$ cat config.mk
export PLATFORM = sky130hd
export DESIGN_NAME = single_wire_servo_frame_transceiver_flat
export DESIGN_NICKNAME = d
export VERILOG_FILES = /design/src/sv/swsft_pkg.sv /design/src/sv/swsft_in_if.sv /design/src/sv/swsft_out_if.sv /design/src/sv/swsft_front.sv /design/src/sv/swsft_back.sv /design/src/sv/single_wire_servo_frame_transceiver.sv /design/src/flat_wrapper.sv
export VERILOG_INCLUDE_DIRS = /design/src /design/src/sv
export SDC_FILE = /design/constraint.sdc
export NUM_CORES = 1
export LEC_CHECK = 0
export BUFFER_PORTS_ARGS = -buffer_cell sky130_fd_sc_hd__buf_2
export CORE_MARGIN = 4
export CORE_UTILIZATION = 67
export CTS_BUF_LIST = sky130_fd_sc_hd__clkbuf_16
export CTS_CLUSTER_DIAMETER = 80
export DETAILED_ROUTE_END_ITERATION = 12
export PLACE_DENSITY_LB_ADDON = 0.15
export SYNTH_ARGS = -nofsm -noshare
export SYNTH_HDL_FRONTEND = slang
export SYNTH_SLANG_ARGS = --single-unit
$ cat constraint.sdc
create_clock -name i_clk -period 8.6 [get_ports i_clk]
set_clock_uncertainty 0.15 [all_clocks]
set_input_delay 0.43 -clock i_clk [delete_from_list [all_inputs] [get_ports i_clk]]
set_output_delay 0.43 -clock i_clk [all_outputs]
set_load 0.02 [all_outputs]
$ cat src/sv/single_wire_servo_frame_transceiver_assert.svh
// Assertion macros shared by the transceiver modules
`ifndef SINGLE_WIRE_SERVO_FRAME_TRANSCEIVER_ASSERT_SVH
`define SINGLE_WIRE_SERVO_FRAME_TRANSCEIVER_ASSERT_SVH

// same-cycle implication, checked outside reset
`define SWSFT_ASSERT_IMPL(name, clk, rst_n, ante, cons) \
    name: assert property (@(posedge clk) disable iff (!(rst_n)) (ante) |-> (cons)) \
        else $error("same-cycle check failed");

// next-cycle implication, checked outside reset
`define SWSFT_ASSERT_NEXT(name, clk, rst_n, ante, cons) \
    name: assert property (@(posedge clk) disable iff (!(rst_n)) (ante) |=> (cons)) \
        else $error("next-cycle check failed");

`endif

$ cat src/sv/swsft_pkg.sv
// Types and constants of the single-wire servo frame transceiver
`timescale 1ns / 1ps

package swsft_pkg;

    localparam int CFG_W     = 16;
    localparam int CFG_IDX_W = 3;
    localparam int IN_BYTES  = 4;

    localparam logic KIND_TICK  = 1'b0;
    localparam logic KIND_START = 1'b1;

    localparam logic [7:0]  HEADER_BYTE = 8'hFF;
    localparam logic [7:0]  CSUM_MASK   = 8'hF0;
    localparam logic [3:0]  LAST_BIT    = 4'd10;
    localparam logic [3:0]  REPLY_LAST  = 4'd7;

    localparam logic [CFG_W-1:0] RST_BIT_TICKS  = 16'd417;
    localparam logic [CFG_W-1:0] RST_ONE_THRESH = 16'd400;
    localparam logic [CFG_W-1:0] RST_TIMEOUT    = 16'd2500;
    localparam logic [CFG_W-1:0] RST_TURNAROUND = 16'd1000;
    localparam logic [CFG_W-1:0] RST_GAP        = 16'd10000;

    typedef enum logic [CFG_IDX_W-1:0] {
        CFG_BIT_TICKS  = 3'd0,
        CFG_ONE_THRESH = 3'd1,
        CFG_TIMEOUT    = 3'd2,
        CFG_TURNAROUND = 3'd3,
        CFG_GAP        = 3'd4
    } t_cfg_idx;

    typedef enum logic [2:0] {
        PH_IDLE = 3'd0,
        PH_TX   = 3'd1,
        PH_TURN = 3'd2,
        PH_ARM  = 3'd3,
        PH_HIGH = 3'd4,
        PH_MEAS = 3'd5,
        PH_GAP  = 3'd6
    } t_phase;

    // classified beat as it waits in the queue
    typedef struct packed {
        logic                      kind;
        logic                      line;
        logic [IN_BYTES-1:0][7:0]  data;
        logic [7:0]                csum;
    } t_item;

    typedef struct packed {
        logic       line_out;
        logic       line_drive;
        logic       busy_res;
        logic       reply_valid;
        logic [7:0] reply_byte;
    } t_result;

endpackage

$ cat src/sv/swsft_in_if.sv
// Input channel of the transceiver: valid/ready plus the item fields
`timescale 1ns / 1ps

interface swsft_in_if;
    logic       valid;
    logic       ready;
    logic       kind;
    logic [7:0] data0;
    logic [7:0] data1;
    logic [7:0] data2;
    logic [7:0] data3;
    logic [1:0] position;
    logic       line_in;

    modport source (
        output valid, kind, data0, data1, data2, data3, position, line_in,
        input  ready
    );
    modport sink (
        input  valid, kind, data0, data1, data2, data3, position, line_in,
        output ready
    );
endinterface

$ cat src/sv/swsft_out_if.sv
// Result channel of the transceiver: valid/ready plus the result fields
`timescale 1ns / 1ps

interface swsft_out_if;
    logic       valid;
    logic       ready;
    logic       line_out;
    logic       line_drive;
    logic       busy_res;
    logic       reply_valid;
    logic [7:0] reply_byte;

    modport source (
        output valid, line_out, line_drive, busy_res, reply_valid, reply_byte,
        input  ready
    );
    modport sink (
        input  valid, line_out, line_drive, busy_res, reply_valid, reply_byte,
        output ready
    );
endinterface

$ cat src/sv/swsft_front.sv
// Front end: accepts beats, works out the frame checksum, queues them
`timescale 1ns / 1ps
`include "single_wire_servo_frame_transceiver_assert.svh"

module swsft_front #(
    parameter int DATA_BYTES = 4
) (
    input  logic              i_clk,
    input  logic              i_rst_n,
    swsft_in_if.sink          i_req,
    input  logic              i_pop,
    output swsft_pkg::t_item  o_head,
    output logic              o_head_valid
);

    localparam int Q_DEPTH = 2;
    localparam int PTR_W   = $clog2(Q_DEPTH);
    localparam int CNT_W   = $clog2(Q_DEPTH + 1);

    swsft_pkg::t_item r_q [Q_DEPTH];
    logic [PTR_W-1:0] r_wp, r_rp;
    logic [CNT_W-1:0] r_count;

    logic             w_push;
    logic [9:0]       w_sum;
    logic [9:0]       w_fold;
    logic [7:0]       w_spread;
    swsft_pkg::t_item w_item;

    assign i_req.ready  = (r_count != CNT_W'(Q_DEPTH));
    assign w_push       = i_req.valid && i_req.ready;
    assign o_head       = r_q[r_rp];
    assign o_head_valid = (r_count != '0);

    // checksum: byte sum, fold the carry bits, add itself shifted up a nibble; high nibble kept, position in bits 1:0
    always_comb begin
        w_item.kind = i_req.kind;
        w_item.line = i_req.line_in;
        w_item.data = {i_req.data3, i_req.data2, i_req.data1, i_req.data0};
        w_sum = '0;
        for (int i = 0; i < swsft_pkg::IN_BYTES; i++) begin
            if (i < DATA_BYTES) begin
                w_sum = w_sum + {2'b00, w_item.data[i]};
            end
        end
        w_fold      = w_sum + (w_sum >> 8);
        w_spread    = w_fold[7:0] + {w_fold[3:0], 4'b0000};
        w_item.csum = (w_spread & swsft_pkg::CSUM_MASK) | {6'd0, i_req.position};
    end

    always_ff @(posedge i_clk) begin
        if (!i_rst_n) begin
            r_wp    <= '0;
            r_rp    <= '0;
            r_count <= '0;
        end else begin
            if (w_push) begin
                r_wp <= r_wp + PTR_W'(1);
            end
            if (i_pop) begin
                r_rp <= r_rp + PTR_W'(1);
            end
            if (w_push && !i_pop) begin
                r_count <= r_count + CNT_W'(1);
            end else if (!w_push && i_pop) begin
                r_count <= r_count - CNT_W'(1);
            end
        end
    end

    always_ff @(posedge i_clk) begin
        if (w_push) begin
            r_q[r_wp] <= w_item;
        end
    end

    `SWSFT_ASSERT_IMPL(a_pop_nonempty, i_clk, i_rst_n, i_pop, r_count != '0)
    `SWSFT_ASSERT_IMPL(a_count_range, i_clk, i_rst_n, 1'b1, r_count <= CNT_W'(Q_DEPTH))
    `SWSFT_ASSERT_NEXT(a_push_lands, i_clk, i_rst_n, w_push && !i_pop, r_count != '0)

endmodule

$ cat src/sv/swsft_back.sv
// Back end: wire sequencer for sending, pulse timing and reply gathering
`timescale 1ns / 1ps
`include "single_wire_servo_frame_transceiver_assert.svh"

module swsft_back #(
    parameter int COUNT_WIDTH = 16,
    parameter int DATA_BYTES  = 4
) (
    input  logic                                i_clk,
    input  logic                                i_rst_n,
    input  logic                                i_cfg_we,
    input  logic [swsft_pkg::CFG_IDX_W-1:0]     i_cfg_idx,
    input  logic [swsft_pkg::CFG_W-1:0]         i_cfg_data,
    input  swsft_pkg::t_item                    i_head,
    input  logic                                i_head_valid,
    output logic                                o_pop,
    swsft_out_if.source                         o_rsp
);

    localparam int CW        = COUNT_WIDTH;
    localparam int WW        = (CW > swsft_pkg::CFG_W) ? CW : swsft_pkg::CFG_W;
    localparam int FRAME_LEN = DATA_BYTES + 2;
    localparam int BIW       = $clog2(FRAME_LEN);

    // limit a 16-bit setting to what the counters can reach
    function automatic logic [CW-1:0] clip(input logic [swsft_pkg::CFG_W-1:0] v);
        logic [WW-1:0] ve;
        logic [WW-1:0] cmax;
        ve   = WW'(v);
        cmax = WW'({CW{1'b1}});
        return (ve > cmax) ? cmax[CW-1:0] : ve[CW-1:0];
    endfunction

    function automatic logic [CW-1:0] inc(input logic [CW-1:0] v);
        return (v == {CW{1'b1}}) ? v : v + CW'(1);
    endfunction

    logic [swsft_pkg::CFG_W-1:0] r_bit_ticks, r_one_thresh, r_timeout, r_turnaround, r_gap;

    swsft_pkg::t_phase r_phase, n_phase;
    logic [BIW-1:0]    r_byte, n_byte;
    logic [3:0]        r_bit, n_bit;
    logic [CW-1:0]     r_tick, n_tick;
    logic [CW-1:0]     r_pw, n_pw;
    logic [CW-1:0]     r_wait, n_wait;
    logic [7:0]        r_shift, n_shift;
    logic [7:0]        r_frame [FRAME_LEN];

    logic                r_ovalid;
    swsft_pkg::t_result  r_res;

    logic [7:0]          w_fill [FRAME_LEN];
    logic                w_pop;
    logic                w_load;
    logic                w_enter_rx;
    logic                w_resolve;
    logic                w_bitval;
    logic [7:0]          w_byte;
    logic                w_tx_lvl;
    logic [CW-1:0]       w_tick_inc, w_wait_inc;
    logic [CW-1:0]       w_bit_lim, w_turn_lim, w_to_lim, w_gap_lim;
    logic [7:0]          w_shift_new;
    swsft_pkg::t_result  w_res;

    for (genvar g = 0; g < FRAME_LEN; g++) begin : g_fill
        if (g == 0) begin : g_hdr
            assign w_fill[g] = swsft_pkg::HEADER_BYTE;
        end else if (g == FRAME_LEN - 1) begin : g_csum
            assign w_fill[g] = i_head.csum;
        end else if (g <= swsft_pkg::IN_BYTES) begin : g_data
            assign w_fill[g] = i_head.data[g-1];
        end else begin : g_zero
            assign w_fill[g] = 8'd0;
        end
    end

    assign w_pop = i_head_valid && (!r_ovalid || o_rsp.ready);
    assign o_pop = w_pop;

    assign w_tick_inc = inc(r_tick);
    assign w_wait_inc = inc(r_wait);
    assign w_bit_lim  = clip((r_bit_ticks == '0) ? swsft_pkg::CFG_W'(1) : r_bit_ticks);
    assign w_turn_lim = clip(r_turnaround);
    assign w_to_lim   = clip(r_timeout);
    assign w_gap_lim  = clip(r_gap);

    // level on the wire: start bit low, data LSB first, stop bits high
    always_comb begin
        w_byte = r_frame[r_byte];
        if (r_bit == 4'd0) begin
            w_tx_lvl = 1'b0;
        end else if (r_bit <= 4'd8) begin
            w_tx_lvl = w_byte[3'(r_bit - 4'd1)];
        end else begin
            w_tx_lvl = 1'b1;
        end
    end

    always_comb begin
        n_phase     = r_phase;
        n_byte      = r_byte;
        n_bit       = r_bit;
        n_tick      = r_tick;
        n_pw        = r_pw;
        n_wait      = r_wait;
        n_shift     = r_shift;
        w_res       = '0;
        w_load      = 1'b0;
        w_enter_rx  = 1'b0;
        w_resolve   = 1'b0;
        w_bitval    = 1'b0;
        w_shift_new = r_shift;

        if (i_head.kind == swsft_pkg::KIND_START) begin
            // start while busy is dropped; the wire keeps its current level
            if (r_phase == swsft_pkg::PH_IDLE) begin
                w_load           = 1'b1;
                n_byte           = '0;
                n_bit            = '0;
                n_tick           = '0;
                n_phase          = swsft_pkg::PH_TX;
                w_res.line_drive = 1'b1;
            end else if (r_phase == swsft_pkg::PH_TX) begin
                w_res.line_drive = 1'b1;
                w_res.line_out   = w_tx_lvl;
            end
        end else begin
            case (r_phase)
                swsft_pkg::PH_IDLE: begin
                end
                swsft_pkg::PH_TX: begin
                    w_res.line_drive = 1'b1;
                    w_res.line_out   = w_tx_lvl;
                    n_tick           = w_tick_inc;
                    if (w_tick_inc >= w_bit_lim) begin
                        n_tick = '0;
                        if (r_bit == swsft_pkg::LAST_BIT) begin
                            n_bit = '0;
                            if (r_byte == BIW'(FRAME_LEN - 1)) begin
                                if (w_turn_lim == '0) begin
                                    w_enter_rx = 1'b1;
                                end else begin
                                    n_phase = swsft_pkg::PH_TURN;
                                end
                            end else begin
                                n_byte = r_byte + BIW'(1);
                            end
                        end else begin
                            n_bit = r_bit + 4'd1;
                        end
                    end
                end
                swsft_pkg::PH_TURN: begin
                    n_tick = w_tick_inc;
                    if (w_tick_inc >= w_turn_lim) begin
                        w_enter_rx = 1'b1;
                    end
                end
                swsft_pkg::PH_ARM, swsft_pkg::PH_HIGH, swsft_pkg::PH_MEAS: begin
                    n_wait = w_wait_inc;
                    if (r_phase == swsft_pkg::PH_ARM) begin
                        if (!i_head.line) begin
                            n_phase = swsft_pkg::PH_HIGH;
                        end
                    end else if (r_phase == swsft_pkg::PH_HIGH) begin
                        if (i_head.line) begin
                            n_phase = swsft_pkg::PH_MEAS;
                            n_pw    = CW'(1);
                        end
                    end else begin
                        if (i_head.line) begin
                            n_pw = inc(r_pw);
                        end else begin
                            w_resolve = 1'b1;
                            w_bitval  = (WW'(r_pw) > WW'(r_one_thresh));
                        end
                    end
                    // a pulse that ends on the timeout tick still counts
                    if (!w_resolve && (w_wait_inc >= w_to_lim)) begin
                        w_resolve = 1'b1;
                        w_bitval  = 1'b0;
                    end
                    if (w_resolve) begin
                        w_shift_new = r_shift | ({7'd0, w_bitval} << r_bit[2:0]);
                        n_shift     = w_shift_new;
                        if (r_bit == swsft_pkg::REPLY_LAST) begin
                            w_res.reply_valid = 1'b1;
                            w_res.reply_byte  = w_shift_new;
                            n_bit             = '0;
                            n_tick            = '0;
                            n_phase = (w_gap_lim == '0) ? swsft_pkg::PH_IDLE
                                                        : swsft_pkg::PH_GAP;
                        end else begin
                            n_bit   = r_bit + 4'd1;
                            n_wait  = '0;
                            n_pw    = '0;
                            n_phase = swsft_pkg::PH_ARM;
                        end
                    end
                end
                swsft_pkg::PH_GAP: begin
                    n_tick = w_tick_inc;
                    if (w_tick_inc >= w_gap_lim) begin
                        n_phase = swsft_pkg::PH_IDLE;
                    end
                end
                default: begin
                    n_phase = swsft_pkg::PH_IDLE;
                end
            endcase
        end

        if (w_enter_rx) begin
            n_tick  = '0;
            n_bit   = '0;
            n_shift = '0;
            n_wait  = '0;
            n_pw    = '0;
            n_phase = swsft_pkg::PH_ARM;
        end

        w_res.busy_res = (n_phase != swsft_pkg::PH_IDLE);
    end

    always_ff @(posedge i_clk) begin
        if (!i_rst_n) begin
            r_phase <= swsft_pkg::PH_IDLE;
            r_byte  <= '0;
            r_bit   <= '0;
            r_tick  <= '0;
            r_pw    <= '0;
            r_wait  <= '0;
            r_shift <= '0;
        end else if (w_pop) begin
            r_phase <= n_phase;
            r_byte  <= n_byte;
            r_bit   <= n_bit;
            r_tick  <= n_tick;
            r_pw    <= n_pw;
            r_wait  <= n_wait;
            r_shift <= n_shift;
        end
    end

    always_ff @(posedge i_clk) begin
        if (w_pop && w_load) begin
            r_frame <= w_fill;
        end
    end

    always_ff @(posedge i_clk) begin
        if (!i_rst_n) begin
            r_bit_ticks  <= swsft_pkg::RST_BIT_TICKS;
            r_one_thresh <= swsft_pkg::RST_ONE_THRESH;
            r_timeout    <= swsft_pkg::RST_TIMEOUT;
            r_turnaround <= swsft_pkg::RST_TURNAROUND;
            r_gap        <= swsft_pkg::RST_GAP;
        end else if (i_cfg_we) begin
            case (swsft_pkg::t_cfg_idx'(i_cfg_idx))
                swsft_pkg::CFG_BIT_TICKS:  r_bit_ticks  <= i_cfg_data;
                swsft_pkg::CFG_ONE_THRESH: r_one_thresh <= i_cfg_data;
                swsft_pkg::CFG_TIMEOUT:    r_timeout    <= i_cfg_data;
                swsft_pkg::CFG_TURNAROUND: r_turnaround <= i_cfg_data;
                swsft_pkg::CFG_GAP:        r_gap        <= i_cfg_data;
                default: begin
                end
            endcase
        end
    end

    // output register: hold the result until the sink takes the beat
    always_ff @(posedge i_clk) begin
        if (!i_rst_n) begin
            r_ovalid <= 1'b0;
        end else if (w_pop) begin
            r_ovalid <= 1'b1;
        end else if (o_rsp.ready) begin
            r_ovalid <= 1'b0;
        end
    end

    always_ff @(posedge i_clk) begin
        if (w_pop) begin
            r_res <= w_res;
        end
    end

    assign o_rsp.valid       = r_ovalid;
    assign o_rsp.line_out    = r_res.line_out;
    assign o_rsp.line_drive  = r_res.line_drive;
    assign o_rsp.busy_res    = r_res.busy_res;
    assign o_rsp.reply_valid = r_res.reply_valid;
    assign o_rsp.reply_byte  = r_res.reply_byte;

    `SWSFT_ASSERT_IMPL(a_level_needs_drive, i_clk, i_rst_n, r_ovalid && r_res.line_out, r_res.line_drive)
    `SWSFT_ASSERT_NEXT(a_start_enters_tx, i_clk, i_rst_n, w_pop && w_load, r_phase == swsft_pkg::PH_TX)
    `SWSFT_ASSERT_NEXT(a_reply_ends_rx, i_clk, i_rst_n, w_pop && w_res.reply_valid, r_phase == swsft_pkg::PH_GAP || r_phase == swsft_pkg::PH_IDLE)
    `SWSFT_ASSERT_IMPL(a_tx_bit_range, i_clk, i_rst_n, r_phase == swsft_pkg::PH_TX, r_bit <= swsft_pkg::LAST_BIT)

endmodule

$ cat src/sv/single_wire_servo_frame_transceiver.sv
// Top level of the single-wire servo frame transceiver
//
//  channel   direction  handshake               payload
//  i_req     in         valid / ready           kind, data0..data3, position, line_in
//  o_rsp     out        valid / ready           line_out, line_drive, busy_res,
//                                               reply_valid, reply_byte
//  i_cfg_*   in         write enable, no wait   register index, 16-bit value
//
//  One beat a cycle in and one result a cycle out while the sink takes every result; each
//  result is offered once its beat has passed the queue slot and the sequencer has written
//  it into the output register.
//  The sequencer steps its whole state once per beat, so every tick counts one beat.
//  A two-entry queue sits between the front end and the sequencer; the sequencer stalls
//  while the queue is empty or the output register holds a result the sink has not taken.
//  Synchronous active-low reset; no clearing pass, the block takes beats straight away.
`timescale 1ns / 1ps

module single_wire_servo_frame_transceiver #(
    parameter int COUNT_WIDTH = 16,
    parameter int DATA_BYTES  = 4
) (
    input  logic                             i_clk,
    input  logic                             i_rst_n,
    swsft_in_if.sink                         i_req,
    swsft_out_if.source                      o_rsp,
    input  logic                             i_cfg_we,
    input  logic [swsft_pkg::CFG_IDX_W-1:0]  i_cfg_idx,
    input  logic [swsft_pkg::CFG_W-1:0]      i_cfg_data
);

    swsft_pkg::t_item w_head;
    logic             w_head_valid;
    logic             w_pop;

    swsft_front #(
        .DATA_BYTES (DATA_BYTES)
    ) u_front (
        .i_clk        (i_clk),
        .i_rst_n      (i_rst_n),
        .i_req        (i_req),
        .i_pop        (w_pop),
        .o_head       (w_head),
        .o_head_valid (w_head_valid)
    );

    swsft_back #(
        .COUNT_WIDTH (COUNT_WIDTH),
        .DATA_BYTES  (DATA_BYTES)
    ) u_back (
        .i_clk        (i_clk),
        .i_rst_n      (i_rst_n),
        .i_cfg_we     (i_cfg_we),
        .i_cfg_idx    (i_cfg_idx),
        .i_cfg_data   (i_cfg_data),
        .i_head       (w_head),
        .i_head_valid (w_head_valid),
        .o_pop        (w_pop),
        .o_rsp        (o_rsp)
    );

endmodule
$ cat src/flat_wrapper.sv
// flat-port wrapper written by rule: the top's interface ports become plain ports
module single_wire_servo_frame_transceiver_flat 
#(
    parameter int COUNT_WIDTH = 16,
    parameter int DATA_BYTES  = 4
)
  (i_clk, i_rst_n, i_cfg_we, i_cfg_idx, i_cfg_data, i_req_valid, i_req_kind, i_req_data0, i_req_data1, i_req_data2, i_req_data3, i_req_position, i_req_line_in, i_req_ready, o_rsp_valid, o_rsp_line_out, o_rsp_line_drive, o_rsp_busy_res, o_rsp_reply_valid, o_rsp_reply_byte, o_rsp_ready);
  swsft_in_if i_req_i ();
  swsft_out_if o_rsp_i ();
  input  logic i_clk;
  input  logic i_rst_n;
  input  logic i_cfg_we;
  input  logic [swsft_pkg::CFG_IDX_W-1:0] i_cfg_idx;
  input  logic [swsft_pkg::CFG_W-1:0] i_cfg_data;
  input wire logic [$bits(i_req_i.valid)-1:0] i_req_valid;
  input wire logic [$bits(i_req_i.kind)-1:0] i_req_kind;
  input wire logic [$bits(i_req_i.data0)-1:0] i_req_data0;
  input wire logic [$bits(i_req_i.data1)-1:0] i_req_data1;
  input wire logic [$bits(i_req_i.data2)-1:0] i_req_data2;
  input wire logic [$bits(i_req_i.data3)-1:0] i_req_data3;
  input wire logic [$bits(i_req_i.position)-1:0] i_req_position;
  input wire logic [$bits(i_req_i.line_in)-1:0] i_req_line_in;
  output wire logic [$bits(i_req_i.ready)-1:0] i_req_ready;
  output wire logic [$bits(o_rsp_i.valid)-1:0] o_rsp_valid;
  output wire logic [$bits(o_rsp_i.line_out)-1:0] o_rsp_line_out;
  output wire logic [$bits(o_rsp_i.line_drive)-1:0] o_rsp_line_drive;
  output wire logic [$bits(o_rsp_i.busy_res)-1:0] o_rsp_busy_res;
  output wire logic [$bits(o_rsp_i.reply_valid)-1:0] o_rsp_reply_valid;
  output wire logic [$bits(o_rsp_i.reply_byte)-1:0] o_rsp_reply_byte;
  input wire logic [$bits(o_rsp_i.ready)-1:0] o_rsp_ready;
  assign i_req_i.valid = i_req_valid;
  assign i_req_i.kind = i_req_kind;
  assign i_req_i.data0 = i_req_data0;
  assign i_req_i.data1 = i_req_data1;
  assign i_req_i.data2 = i_req_data2;
  assign i_req_i.data3 = i_req_data3;
  assign i_req_i.position = i_req_position;
  assign i_req_i.line_in = i_req_line_in;
  assign i_req_ready = i_req_i.ready;
  assign o_rsp_valid = o_rsp_i.valid;
  assign o_rsp_line_out = o_rsp_i.line_out;
  assign o_rsp_line_drive = o_rsp_i.line_drive;
  assign o_rsp_busy_res = o_rsp_i.busy_res;
  assign o_rsp_reply_valid = o_rsp_i.reply_valid;
  assign o_rsp_reply_byte = o_rsp_i.reply_byte;
  assign o_rsp_i.ready = o_rsp_ready;
  single_wire_servo_frame_transceiver #(.COUNT_WIDTH(COUNT_WIDTH), .DATA_BYTES(DATA_BYTES)) u_core (.i_clk(i_clk), .i_rst_n(i_rst_n), .i_req(i_req_i), .o_rsp(o_rsp_i), .i_cfg_we(i_cfg_we), .i_cfg_idx(i_cfg_idx), .i_cfg_data(i_cfg_data));
endmodule
==> run summary, run 1 <==
Share of cells above drive strength 1: 12.5%
Vias in the first global route: 12.3k
R2r endpoint: u_core.u_back.r_tick[10]
Post-synth net total: 1760
Ys flop type: dfxtp_1
Post-route clock period utilization: 65.5%
Worst R2R Path Depth: 17
Area of the multi-input gates: 7480 sq um
Initial DRT Pass Iterations: 5
Routed WL: 38.4 mm
Max-slew violations: 0
Pleak: 6.56 nW
Worst Max-Slew Pin Slew: 1200 ps
#FFs+latches synth: 282
Vias per cell: 6.26
Final hold vios: 0
DP Area: 15700 sq um
Crit end category: register
Unrepaired setup endpoints after global routing: no
Total GRT Usage: 30.7%
Sequential cell area: 6950 sq um
Diode count: 0
Status: finished clean
Post-synthesis sequential area ratio: 45.7%
Cts bufs inserted: 29
Gr busiest metal: met2
Antenna Nets Post-Route: 0
Worst Hold Class: in -> reg
VDD IR max: 0.199 mV
Hold path depth: 1
Setup slack, reg-to-reg: 3120 ps
Area growth syn-to-layout: 11.8%
Post-DP HPWL: 25.6 mm
EDFF count, synth: 130
Worst EP required: 8730 ps
Initial Util: 68.8%
FF-to-FF Start: u_core.u_back.r_wait[3]
Distinct cells, synth: 81
CTS root buf: clkbuf_16
Initial antenna violation count: 0
DRC errors left: 0
Power Total: 4.17 mW
DP Worst Slack: 3020 ps
Yosys warnings: 0
# rows: 54
Clock sink count: 282
Asr flop ratio synth: 0%
Core Area: 22100 sq um
Max Root-Sink Buffers: 3
Syn Std Cell Area: 15200 sq um
Worst-path fanout max: 3
Relative slew margins: 20.1%
Design area: 17000 sq um
Die Span Y: 159 microns
M2 GR Usage: 53.2%
Global-route wire length before repair: 61.6 mm
Final Setup Violations: 0
CTS tree: built
Fmax: 178 MHz
Hold_sp: i_req_data3[7]
Via count: 12.3k
P per Cell Area: 245 nW/um^2
Hold Crit Endpoint: u_core.u_front.r_q[1][39]
Synth Area per Inst: 9.58 sq um
Max-Cap Viols: 0
Mapped Cells: 1587
Worst-skew pair later-pin latency: 540 ps
Initial DRC Count: 1305
Die Footprint: 25200 sq um
Met1 usage: 39.1%
Filler instances: 1521
Largest net degree at the start of global routing: 71
Placer Congestion: 0.897
Setup CP Type: in -> reg
Final Critical Period: 5630 ps
IO Pins: 74
Final net count: 1836
Worst setup margin: 2970 ps
Global Route met3 Usage: 4.16%
Wire length per cell: 19.6 microns
Gr ovfl total: 0
Startpoint class of the critical path: input pin
H-tree levels: 1
Clk pin slew, worst setup/hold paths: 60 ps
Die W: 159 microns
CP arrival: 5760 ps
Total negative slack: 0 ps
Port Buf Inserts: 73
-- synthesized netlist by cell type (4+ instances only) --
cell type	number	area, sq um
a211oi_1	8	60.1
a21o_1	14	105
a21oi_1	142	711
a31oi_1	24	150
a41oi_1	7	61.3
and2_1	7	43.8
and3_1	19	119
and4_1	11	96.3
buf_1	4	15.0
buf_2	6	30.0
buf_4	4	30.0
clkbuf_1	55	206
dfxtp_1	152	3040
edfxtp_1	130	3900
fa_1	18	360
ha_1	95	1190
inv_1	126	473
mux2_2	46	518
mux2i_1	6	60.1
mux4_2	7	158
nand2_1	250	938
nand2b_1	9	56.3
nand3_1	45	225
nand3b_1	5	37.5
nand4_1	38	238
nor2_1	89	334
nor2b_1	16	100
nor3_1	15	75.1
nor4_1	15	93.8
o211ai_1	28	210
o21a_1	10	75.1
o21ai_0	56	280
o21bai_1	4	30.0
o22ai_1	6	37.5
o32ai_1	4	35.0
or2_2	5	31.3
or3_1	4	25.0
xnor2_1	30	263
xor2_1	12	105
-- state kept, by name (all words and copies together) (netlist names), 16 cells and up, named ones only --
name	cells
u_core.u_back.r_wait	16
u_core.u_back.r_one_thresh	16
u_core.u_back.r_turnaround	16
u_core.u_front.r_q	80
u_core.u_back.r_gap	16
u_core.u_back.r_bit_ticks	16
u_core.u_back.r_tick	16
u_core.u_back.r_timeout	16
u_core.u_back.r_frame	38
u_core.u_back.r_pw	16
-- final cells by class --
class                   instances  area share (%)
multi-input cells            1107            44.0
well taps                     280            2.06
repair buffers                116            4.56
inverters                     127            2.80
clock buffers                  29            4.27
clock inverters                24            1.41
flip-flops and latches        282            40.9
-- cells by family (layout without fill, tap and decap cells) --
kind of cell,Yosys count,count (layout),synth area share (%)
adders and majority gates,116,116,10.4
and+or+nand+nor,547,547,17.1
DFF,282,282,45.7
muxes,60,60,4.94
buffers and inverters,198,296,5.14
AOI/OAI and AO/OA,342,342,14.3
xor gates and xnor gates,42,42,2.42
-- worst max-delay path, stage by stage --
cell,delay (ps)
dlygate4sd3_1,540
buf_2,140
inv_1,70
fa_1,550
fa_1,590
inv_1,60
ha_1,280
a21o_1,170
a21oi_1,210
o21bai_1,80
a21oi_1,220
o21bai_1,110
a21oi_1,220
xnor2_1,100
ha_1,230
fa_1,390
and3b_1,220
nand3_1,90
xor2_1,160
ha_1,280
a21oi_1,170
xnor2_1,160
xnor2_1,160
xnor2_1,110
-- layout by cell type, fill, tap and decap left out, types with 29 or more instances in the layout --
master	count
nand4_1	38
buf_2	73
edfxtp_1	130
dlygate4sd3_1	35
a21oi_1	142
ha_1	95
xnor2_1	30
clkbuf_16	29
inv_1	129
nand2_1	250
nand3_1	45
mux2_2	46
o21ai_0	56
nor2_1	88
dfxtp_1	151
-- worst max path at each step --
stage,startpoint,end,slack [ps]
after floorplan,i_req_data3[2],u_core.u_front.r_q[0][7],3550
after global placement,i_req_data3[2],u_core.u_front.r_q[0][7],3160
after detailed placement,i_req_data3[2],u_core.u_front.r_q[1][7],3020
after CTS,i_req_data3[2],u_core.u_front.r_q[0][7],2990
after global routing,i_req_data3[1],u_core.u_front.r_q[1][7],2590
final,i_req_data2[2],u_core.u_front.r_q[0][7],2970
-- through the flow --
| stage | instances | hold WS [ps] | utilization [%] |
|---|---|---|---|
| final | 1965 | 18.1 | 76.9 |
| after global routing | 1965 | 4.09 | 76.9 |
| after CTS | 1965 | 10.0 | 76.9 |
| after detailed placement | 1877 | 299 | 71.0 |
| after global placement | 1877 | 293 | 71.0 |
| after floorplan | 1587 | 282 | - |
-- power breakdown --
group          total [mW]  switching (mW)  internal, mW
Combinational        1.13           0.698         0.434
Clock                1.28           0.525         0.759
Sequential           1.75          0.0792          1.67
-- timing repair --
action                    4_1_cts  5_1_grt
hold endpoints to repair       70        0
buffers inserted                0        0
hold buffers                   35        0
resized for setup               0        0
-- per-layer routing --
layer  routed length [microns]  share of wire (%)
met1                     15400                 40
met2                     19000                 49
met3                      2500                6.5
met4                      1560                4.1
met5                         0                  0
Power figures use the tool's default switching activity.
==> run 2, diff against run 1 <==
CORE_UTILIZATION = 62   (was 67)
clock period = 5.25 ns   (was 8.6 ns; I/O delays follow)
==> run 2 against run 1 <==
Against the previous run: total power grew 69%; sequential power grew 65%; global-route usage shrank 2.4 points; final cell count grew 4.2%; combinational power grew 73%; register-to-register slack lost 2800 ps; critical endpoint unchanged; utilization shrank 4.8 points; die area grew 7.6%; first-iteration DRC count shrank 22%; highest routed layer unchanged.
==> run summary, run 2 (synthesis results as in run 1) <==
Status: finished clean
Commonest non-fill, non-tap cell in the layout: nand2_1
VDD IR max: 0.359 mV
Placer Congestion: 0.902
Initial DRT Pass Iterations: 6
Relative slew margins: 27.2%
CTS tree: built
Commonest cells after routing, fill and taps aside: nand2_1 (250), dfxtp_1 (151), a21oi_1 (140)
Initial Util: 62.7%
CP arrival: 5360 ps
Routed WL: 38.7 mm
Worst EP required: 5410 ps
Vias per cell: 6.02
CP max stage cell: dlygate4sd3_1
Setup CP Type: in -> reg
Diode count: 0
Initial DRC Count: 1018
Worst Hold Class: in -> reg
Hold slack: 29.1 ps
Global-route wire length before repair: 61.6 mm
Final Setup Violations: 0
Final hold vios: 0
Vias in the first global route: 12.1k
Port Buf Inserts: 73
Worst-skew pair later-pin latency: 570 ps
Cts bufs inserted: 31
Die W: 165 microns
Register name with the most flops: u_core.u_front.r_q
Max Root-Sink Buffers: 3
P per Cell Area: 402 nW/um^2
Gr ovfl total: 0
CP bufs+invs: 6
Startpoint class of the critical path: input pin
Final Critical Period: 5190 ps
Max-slew violations: 0
Crit end category: register
Fmax: 193 MHz
Max-Cap Viols: 0
Crit-path max cell delay: 540 ps
Filler instances: 1772
Post-route clock period utilization: 98.9%
Die Footprint: 27100 sq um
Post-DP HPWL: 26.1 mm
Die Span Y: 165 microns
Power Total: 7.03 mW
IO Pins: 74
Largest regs: u_core.u_front.r_q: 80 flops, u_core.u_back.r_frame: 38 flops
Clock sink count: 282
Core Area: 24200 sq um
Pleak: 6.76 nW
Via count: 12.3k
Wire length per cell: 18.9 microns
Total GRT Usage: 28.4%
Max FFs per register: 80
DP Area: 15900 sq um
Worst-path fanout max: 3
H-tree levels: 1
DRC errors left: 0
# rows: 57
Share of cells above drive strength 1: 14.4%
Design area: 17500 sq um
Largest net degree at the start of global routing: 80
Area growth syn-to-layout: 15.0%
Initial antenna violation count: 0
Clk pin slew, worst setup/hold paths: 60 ps
CTS root buf: clkbuf_16
Delay-heaviest family, CP: adder cells
Worst Max-Slew Pin Slew: 1090 ps
Final net count: 1873
Antenna Nets Post-Route: 0
-- run 2: cell types whose count changed in the layout (fill, tap and decap cells not counted), sizes merged --
| cell | previous run | this run |
|---|---|---|
| clkinvlp | 4 | 3 |
| inv | 130 | 131 |
| dlygate4sd3 | 35 | 53 |
| clkinv | 12 | 15 |
| clkbuf | 29 | 31 |
| buf | 81 | 98 |
| bufinv | 5 | 4 |
-- run 2: cell type report --
cell class | instances | area (sq um) | share of cell area (%)
clock inverter | 26 | 255 | 1.46
tap | 324 | 405 | 2.32
multi-input combinational | 1107 | 7540 | 43.1
sequential | 282 | 6950 | 39.7
inverter | 127 | 477 | 2.73
timing repair buffer | 151 | 1090 | 6.22
clock buffer | 31 | 776 | 4.44
-- run 2: final timing paths --
check / to / cells after the start / slack (ps) / startpoint
setup / recovery: u_core.u_front.r_q[0][7] / 27 / 60 / i_req_data1[0]
hold / removal: u_core.u_front.r_wp / 4 / 30 / i_req_valid
setup reg to reg: u_core.u_back.r_tick[10] / 18 / 310 / u_core.u_back.r_tick[0]
hold reg to reg: u_core.u_back.r_timeout[14] / 2 / 310 / u_core.u_back.r_timeout[14]
-- run 2: power breakdown --
| part | internal [mW] | leakage, nW | total, mW | switching, mW |
|---|---|---|---|---|
| logic | 0.784 | 3.80 | 1.96 | 1.17 |
| registers | 2.74 | 2.44 | 2.88 | 0.137 |
| clock network | 1.28 | 0.516 | 2.20 | 0.918 |
| total | 4.80 | 6.76 | 7.03 | 2.23 |
-- run 2: repair_timing --
item                                   CTS  global route
setup endpoints to repair                0            14
endpoints found under the hold margin  153             0
hold buffers                            53             0
gates resized for setup                  0            13
buffers inserted                         0             3
-- run 2: tightest hold or removal path, delay by kind of cell --
| family | cells | cell delay (ps) |
|---|---|---|
| AND/OR/NAND/NOR | 2 | 240 |
| buffers and inverters | 1 | 120 |
| XOR/XNOR | 1 | 90 |
-- run 2: layer usage --
metal  vias up  wire (microns)  global-route usage, %
met5         -               0                      0
met4         0            1190                   9.00
met3        78            2260                   4.12
met2       416           19400                   50.7
met1      5939           15900                   35.5
li1       5893               -                      -
-- run 2: metrics by stage --
step / utilization (%) / TNS (ps) / setup slack, ps / instances
finish: 72.1 / 0 / 56.4 / 2048
detailed placement: 65.4 / -279 / -139 / 1937
global route: 72.1 / -202 / -101 / 2048
floorplan: - / 0 / 370 / 1587
global placement: 65.4 / 0 / 22.6 / 1937
CTS: 71.8 / 0 / 28.7 / 2047
